## src/hdl/bf2d_pkg.sv

```systemverilog
`timescale 1ns / 1ps
// ----------------------------------------------------------------------------
// bf2d_pkg
// Shared constants, register indexes and controller/datapath link types.
// ----------------------------------------------------------------------------
package bf2d_pkg;

   localparam int DEF_MAX_WIDTH  = 2048;
   localparam int DEF_MAX_HEIGHT = 4096;
   localparam int DEF_MAX_RADIUS = 7;

   localparam int WIDTH_W    = 12;
   localparam int HEIGHT_W   = 13;
   localparam int RADIUS_W   = 3;
   localparam int CSR_IDX_W  = 2;
   localparam int CSR_DATA_W = 13;
   localparam int PIXEL_W    = 8;

   localparam logic [CSR_IDX_W-1:0] CSR_IMAGE_WIDTH   = 2'd0;
   localparam logic [CSR_IDX_W-1:0] CSR_IMAGE_HEIGHT  = 2'd1;
   localparam logic [CSR_IDX_W-1:0] CSR_WINDOW_RADIUS = 2'd2;

   // input word op codes
   localparam logic OP_PIXEL = 1'b0;
   localparam logic OP_FLUSH = 1'b1;

   localparam logic [WIDTH_W-1:0]  RST_WIDTH  = 12'd640;
   localparam logic [HEIGHT_W-1:0] RST_HEIGHT = 13'd480;
   localparam logic [RADIUS_W-1:0] RST_RADIUS = 3'd1;

   localparam int SUM_W     = 16;  // 225 * 255 fits
   localparam int DIVISOR_W = 8;   // side squared, at most 225
   localparam int DIV_CNT_W = 4;
   localparam int TOTAL_W   = 25;
   localparam int POS_W     = 26;
   localparam int DELAY_W   = 15;
   localparam int ROW_W     = 13;
   localparam int COL_W     = 12;
   localparam int COORD_W   = 14;
   localparam int TAP_W     = RADIUS_W + 1;

   typedef struct packed {
      logic accept;
      logic scan;
      logic div_load;
      logic div_step;
      logic send_done;
   } cmd_type;

   typedef struct packed {
      logic needs_out;
      logic scan_last;
      logic div_last;
   } status_type;

endpackage

```

## src/hdl/bf2d_ctrl.sv

```systemverilog
`timescale 1ns / 1ps
// ----------------------------------------------------------------------------
// bf2d_ctrl
// Sequencer: accept, window scan, divide, hand over the result word.
// ----------------------------------------------------------------------------
module bf2d_ctrl (
   input  logic                 clock,
   input  logic                 reset,
   input  logic                 req_valid,
   output logic                 req_stall,
   output logic                 rsp_valid,
   input  logic                 rsp_stall,
   input  bf2d_pkg::status_type status,
   output bf2d_pkg::cmd_type    cmd
);

   typedef enum logic [2:0] {
      ST_IDLE,
      ST_SCAN,
      ST_DRAIN,
      ST_LOAD,
      ST_DIV,
      ST_SEND
   } state_type;

   state_type state_ff;
   logic      stall_ff;
   logic      valid_ff;

   assign req_stall = stall_ff;
   assign rsp_valid = valid_ff;

   always_comb begin
      cmd           = '0;
      cmd.accept    = (state_ff == ST_IDLE) && req_valid && !stall_ff;
      cmd.scan      = state_ff == ST_SCAN;
      cmd.div_load  = state_ff == ST_LOAD;
      cmd.div_step  = state_ff == ST_DIV;
      cmd.send_done = (state_ff == ST_SEND) && valid_ff && !rsp_stall;
   end

   always_ff @(posedge clock) begin
      if (reset) begin
         state_ff <= ST_IDLE;
         stall_ff <= 1'b0;
         valid_ff <= 1'b0;
      end else begin
         case (state_ff)
            ST_IDLE: begin
               if (cmd.accept && status.needs_out) begin
                  state_ff <= ST_SCAN;
                  stall_ff <= 1'b1;
               end
            end
            ST_SCAN: begin
               if (status.scan_last) begin
                  state_ff <= ST_DRAIN;
               end
            end
            ST_DRAIN: begin
               state_ff <= ST_LOAD;
            end
            ST_LOAD: begin
               state_ff <= ST_DIV;
            end
            ST_DIV: begin
               if (status.div_last) begin
                  state_ff <= ST_SEND;
                  valid_ff <= 1'b1;
               end
            end
            ST_SEND: begin
               if (!rsp_stall) begin
                  state_ff <= ST_IDLE;
                  valid_ff <= 1'b0;
                  stall_ff <= 1'b0;
               end
            end
            default: begin
               state_ff <= ST_IDLE;
               stall_ff <= 1'b0;
               valid_ff <= 1'b0;
            end
         endcase
      end
   end

endmodule

```

## config.mk

```make
export PLATFORM = sky130hd
export DESIGN_NAME = bf2d_ctrl
export DESIGN_NICKNAME = d
export VERILOG_FILES = /design/src/hdl/bf2d_pkg.sv /design/src/hdl/bf2d_ctrl.sv
export SDC_FILE = /design/constraint.sdc
export NUM_CORES = 1
export LEC_CHECK = 0
export ABC_AREA = 1
export CORE_AREA = 2 2 39 41
export DETAILED_ROUTE_END_ITERATION = 8
export DIE_AREA = 0 0 41 43
export DONT_BUFFER_PORTS = 1
export MAX_ROUTING_LAYER = met4
export SYNTH_ARGS = -nofsm -noshare
export SYNTH_HDL_FRONTEND = slang
export SYNTH_SLANG_ARGS = --single-unit
export TNS_END_PERCENT = 5
```

## constraint.sdc

```tcl
create_clock -name clock -period 1.1 [get_ports clock]
set_input_delay 0.22 -clock clock [delete_from_list [all_inputs] [get_ports clock]]
set_output_delay 0.22 -clock clock [all_outputs]
set_load 0.05 [all_outputs]
```

# After elaboration in Yosys (flattened, before gate mapping)

Index checks and enable logic that the tools add are counted.

Memory bits (read-only): 0
Memory bits (writable): 0
Register bits: 5
Input bits: 7
Memories kept: 0
Latch bits: 0

Multiplexer cells: 10
Div/mod/pow operators: 0
Multiply operators: 0
$lt $le $gt $ge: 0
$add $sub $neg: 0
Reduce and logical (&&, ||, !) cells: 13
Bitwise gates (word level): 2
Equal/unequal tests: 9
Shift operators: 0

Operators with widths:

| cell                 | count |
|---|---|
| $pmux W3 S6          | 1 |
| $mux W3              | 4 |
| $reduce_or A4 Y1     | 2 |
| $eq A3 B2 Y1 const B | 2 |
| $eq A3 B3 Y1 const B | 2 |
| $ne A2 B2 Y1 const B | 3 |
| $pmux W1 S3          | 2 |
| $reduce_and A3 Y1    | 2 |
| $logic_and A1 B1 Y1  | 5 |
| $reduce_and A4 Y1    | 1 |
| $eq A3 B1 Y1 const B | 1 |
| $logic_not A3 Y1     | 1 |
| $mux W1              | 3 |
| $logic_not A1 Y1     | 2 |
| $ne A2 B1 Y1 const B | 1 |
| $not A1 Y1           | 2 |

# Depth between registers and ports, before layout

Depth in word-level cells: 6
Depth in mapped cells: 8
Depth with buffers taken out: 8

# Worst setup path before layout

OpenSTA, ideal clock, no wires.

Path type: reg2out
Start: register valid_ff (netlist: rsp_valid)
End: output port cmd[0] (netlist name)
Arrival time: 1.831 ns
Cell stages (with the launch flop): 3
Data required time: 0.880 ns
Slack: -0.951 ns
Path buffers: 0
Cells stage by stage: dfxtp_1 > inv_1 > nor3_1

RTL lines:

| element                | line            | RTL |
|---|---|---|
| start, declared        | bf2d_ctrl.sv:28 | `logic valid_ff;` |
| start signal, assigned | bf2d_ctrl.sv:46 | `valid_ff <= 1'b0;` |
| start signal, assigned | bf2d_ctrl.sv:69 | `valid_ff <= 1'b1;` |
| start signal, assigned | bf2d_ctrl.sv:75 | `valid_ff <= 1'b0;` |
| end, declared          | bf2d_ctrl.sv:14 | `output bf2d_pkg::cmd_type cmd` |

==> impl_metrics.py <==
metrics = {
    "sta": {
        "rsz0062_at_grt": "true",
        "max_freq_mhz": 753,
        "pins_over_slew_limit": 0,
        "layout_min_cycle_time_ns": 1.33,
        "relSlewSlack": 0.881,
        "layout_setup_ws_ns": -0.227,
        "setup_total_negative_slack_ns": -0.937,
        "whs_ns": 0.0451,
        "worst_slew_pin_slew_ns": 0.178,
        "worst_clk_skew_ns": 0.00477,
        "timing_hold_violations_final": 0,
        "final_min_period_over_clock_period": 1.21,
        "setup_viol_count_final": 6,
    },
    "cts": {
        "ctsLongestPathBuffers": 2,
        "clkSlewWorstSetupHoldPaths_ns": 0.04,
        "worstSkewPairLatency_ns": 0.24,
        "cts_sinks": 5,
        "htree_num_levels": 1,
        "postCtsSetupRepairBufs": 0,
        "tritoncts_buffer_count": 3,
        "root_driver": "clkbuf_4",
        "tritoncts_clock_tree": "yes",
    },
    "floorplanning": {
        "top_level_ports": 14,
        "rows": 14,
        "dieWidth_um": 41,
        "design.die.area_um2": 1760,
        "floorplan.initialDensity": 0.219,
        "area_of_the_core_um2": 1380,
        "fp.dieH_um": 43,
    },
    "critical_path": {
        "critical-path-max-stage-delay_ns": 0.34,
        "kind_of_critical_path": "flip-flop to output pin",
        "setup.worst_path.end_class": "output pin",
        "critPathRequiredTime_ns": 0.88,
        "worstPathMaxFanout": 7,
        "crit_path_cell_trace": "nor2_1 -> nand2_2 -> nor2_4 -> buf_12",
        "critical_path_arrival_ns": 1.11,
        "cp-start-kind": "flip-flop",
        "critical_path_top_delay_cell": "dfxtp_2",
        "rr_worst_depth": 7,
    },
    "layout": {
        "insertedDiodeCount": 0,
        "finish.utilization": 0.403,
        "nets": 75,
        "layout-drive-gt1-share": 0.463,
        "area_growth_syn_to_layout_pct": 84.3,
    },
    "drt": {
        "ant_nets": 0,
        "remaining_drc_errors": 0,
        "drt_first_pass_iters": 2,
        "drt-initial-drc-count": 5,
        "via_count": 360,
        "routed_wirelength_um": 806,
        "avgViaCountPerCell": 4.34,
        "wl_per_cell_um": 9.71,
    },
    "synth": {
        "synth.avg_cell_area_um2": 6.06,
        "synth_fp_nets": 57,
        "ys_top_cells_by_area": "dfxtp_1 33%, nand3_1 12%, nand2_1 11%",
        "synth-warning-count": 0,
        "ys_seq_elements": 5,
        "syn_inst": 50,
        "synth_area_um2": 303,
        "netlist.area_leader.share": 0.331,
        "synth.top_cells.by_count": "9 x nand2_1, 9 x nor2_1, 8 x inv_1, 7 x nand3_1, 5 x dfxtp_1",
        "synth_ff_type": "dfxtp_1",
        "synth-edff-count": 0,
        "seq_area_frac_synth": 0.331,
        "async_set_or_reset_flop_fraction_in_the_synthesized_netlist": 0,
        "post_synth_num_cell_types": 13,
        "yosysTopAreaCell": "dfxtp_1",
    },
    "grt": {
        "grt_overflow": 0,
        "grt_usage": 0.110,
        "pin_count_of_the_biggest_net_entering_global_routing": 8,
        "via_count_of_the_first_global_routing_pass": 327,
        "grt_pass1_wl_um": 1240,
        "antenna_violations_before_repair": 0,
    },
    "outcome": {
        "violated_checks": "setup timing",
        "run_status": "complete, but fails checks",
    },
    "place": {
        "portBuffers": 0,
        "worst_setup_timing_slack_at_the_placement_stage_ns": -0.0606,
        "place.gp.congestion": 0.844,
        "hpwl_um": 687,
    },
    "min_path": {
        "min-delay-path-class": "input pin to flip-flop",
        "hold_path_depth": 1,
    },
    "pwr": {
        "power.total_mw": 1.40,
        "powerDensity_nw_per_um2": 2510,
        "static-leakage-power_nw": 0.251,
        "vdd_ir_drop_max_mv": 0.950,
    },
    "flow_run": {
        "max_cap_viol_count": 0,
    },
}
[per-stage QoR]
stage | instances | instance area (um^2)
final | 83 | 558
after global routing | 83 | 558
after CTS | 83 | 556
after detailed placement | 79 | 526
after global placement | 79 | 526
after floorplan | 50 | 345
[flip-flops by register name, indices dropped and copies added, names as in the netlist]
name,cells
req_stall,1
rsp_valid,1
state_ff,3
[layout by cell type, fill, tap and decap left out, types with 2 or more instances in the layout]
cell,n
dfxtp_2,2
buf_4,8
nand2_1,8
nand4_1,2
dfxtp_4,2
buf_12,5
a21oi_1,4
nand3_1,7
inv_2,3
nor2_1,6
clkbuf_4,3
inv_1,5
nor2_4,3
[cell type report]
class                      instances  area [um^2]
fill                             143          826
tap                               16         20.0
timing repair buffer              13          160
sequential                         5          110
clock buffer                       4         26.3
inverter                           9         36.3
multi-input combinational         36          205
[worst paths after layout]
check             slack, ns     endpoint        start
hold / removal         0.05  state_ff[2]        reset
setup reg to reg      -0.06  state_ff[0]  state_ff[0]
setup / recovery      -0.23       cmd[4]  state_ff[0]
hold reg to reg        0.51    rsp_valid  state_ff[2]
[power by group]
group,internal [mW],switching (mW)
combinational,0.382,0.516
clock,0.137,0.0729
sequential,0.244,0.0508
total,0.763,0.640
[worst max-delay path, delay by kind of cell, from the launching register on]
| kind | cells | cell delay, ns |
|---|---|---|
| buffers and inverters | 1 | 0.14 |
| and+or+nand+nor | 3 | 0.39 |
| DFF | 1 | 0.34 |
[kinds of logic after synthesis]
| logic type | count (synthesis) | synth area share |
|---|---|---|
| DFF | 5 | 0.331 |
| buffers and inverters | 9 | 0.112 |
| AOI/OAI and AO/OA | 5 | 0.0826 |
| and+or+nand+nor | 31 | 0.475 |
[metal layers]
metal / vias up / share of wire / track usage
li1: 193 / - / -
met1: 155 / 0.39 / 0.115
met2: 12 / 0.48 / 0.159
met3: 0 / 0.12 / 0.105
met4: 0 / 0 / 0
met5: - / 0 / -
[timing repair]
| item | CTS | global route |
|---|---|---|
| cloned | 0 | 0 |
| gates resized for setup | 4 | 1 |
| pin swaps | 0 | 0 |
| setup endpoints to repair | 9 | 9 |
| hold buffers | 0 | 0 |
No activity file was read; power rests on OpenSTA's default activity.
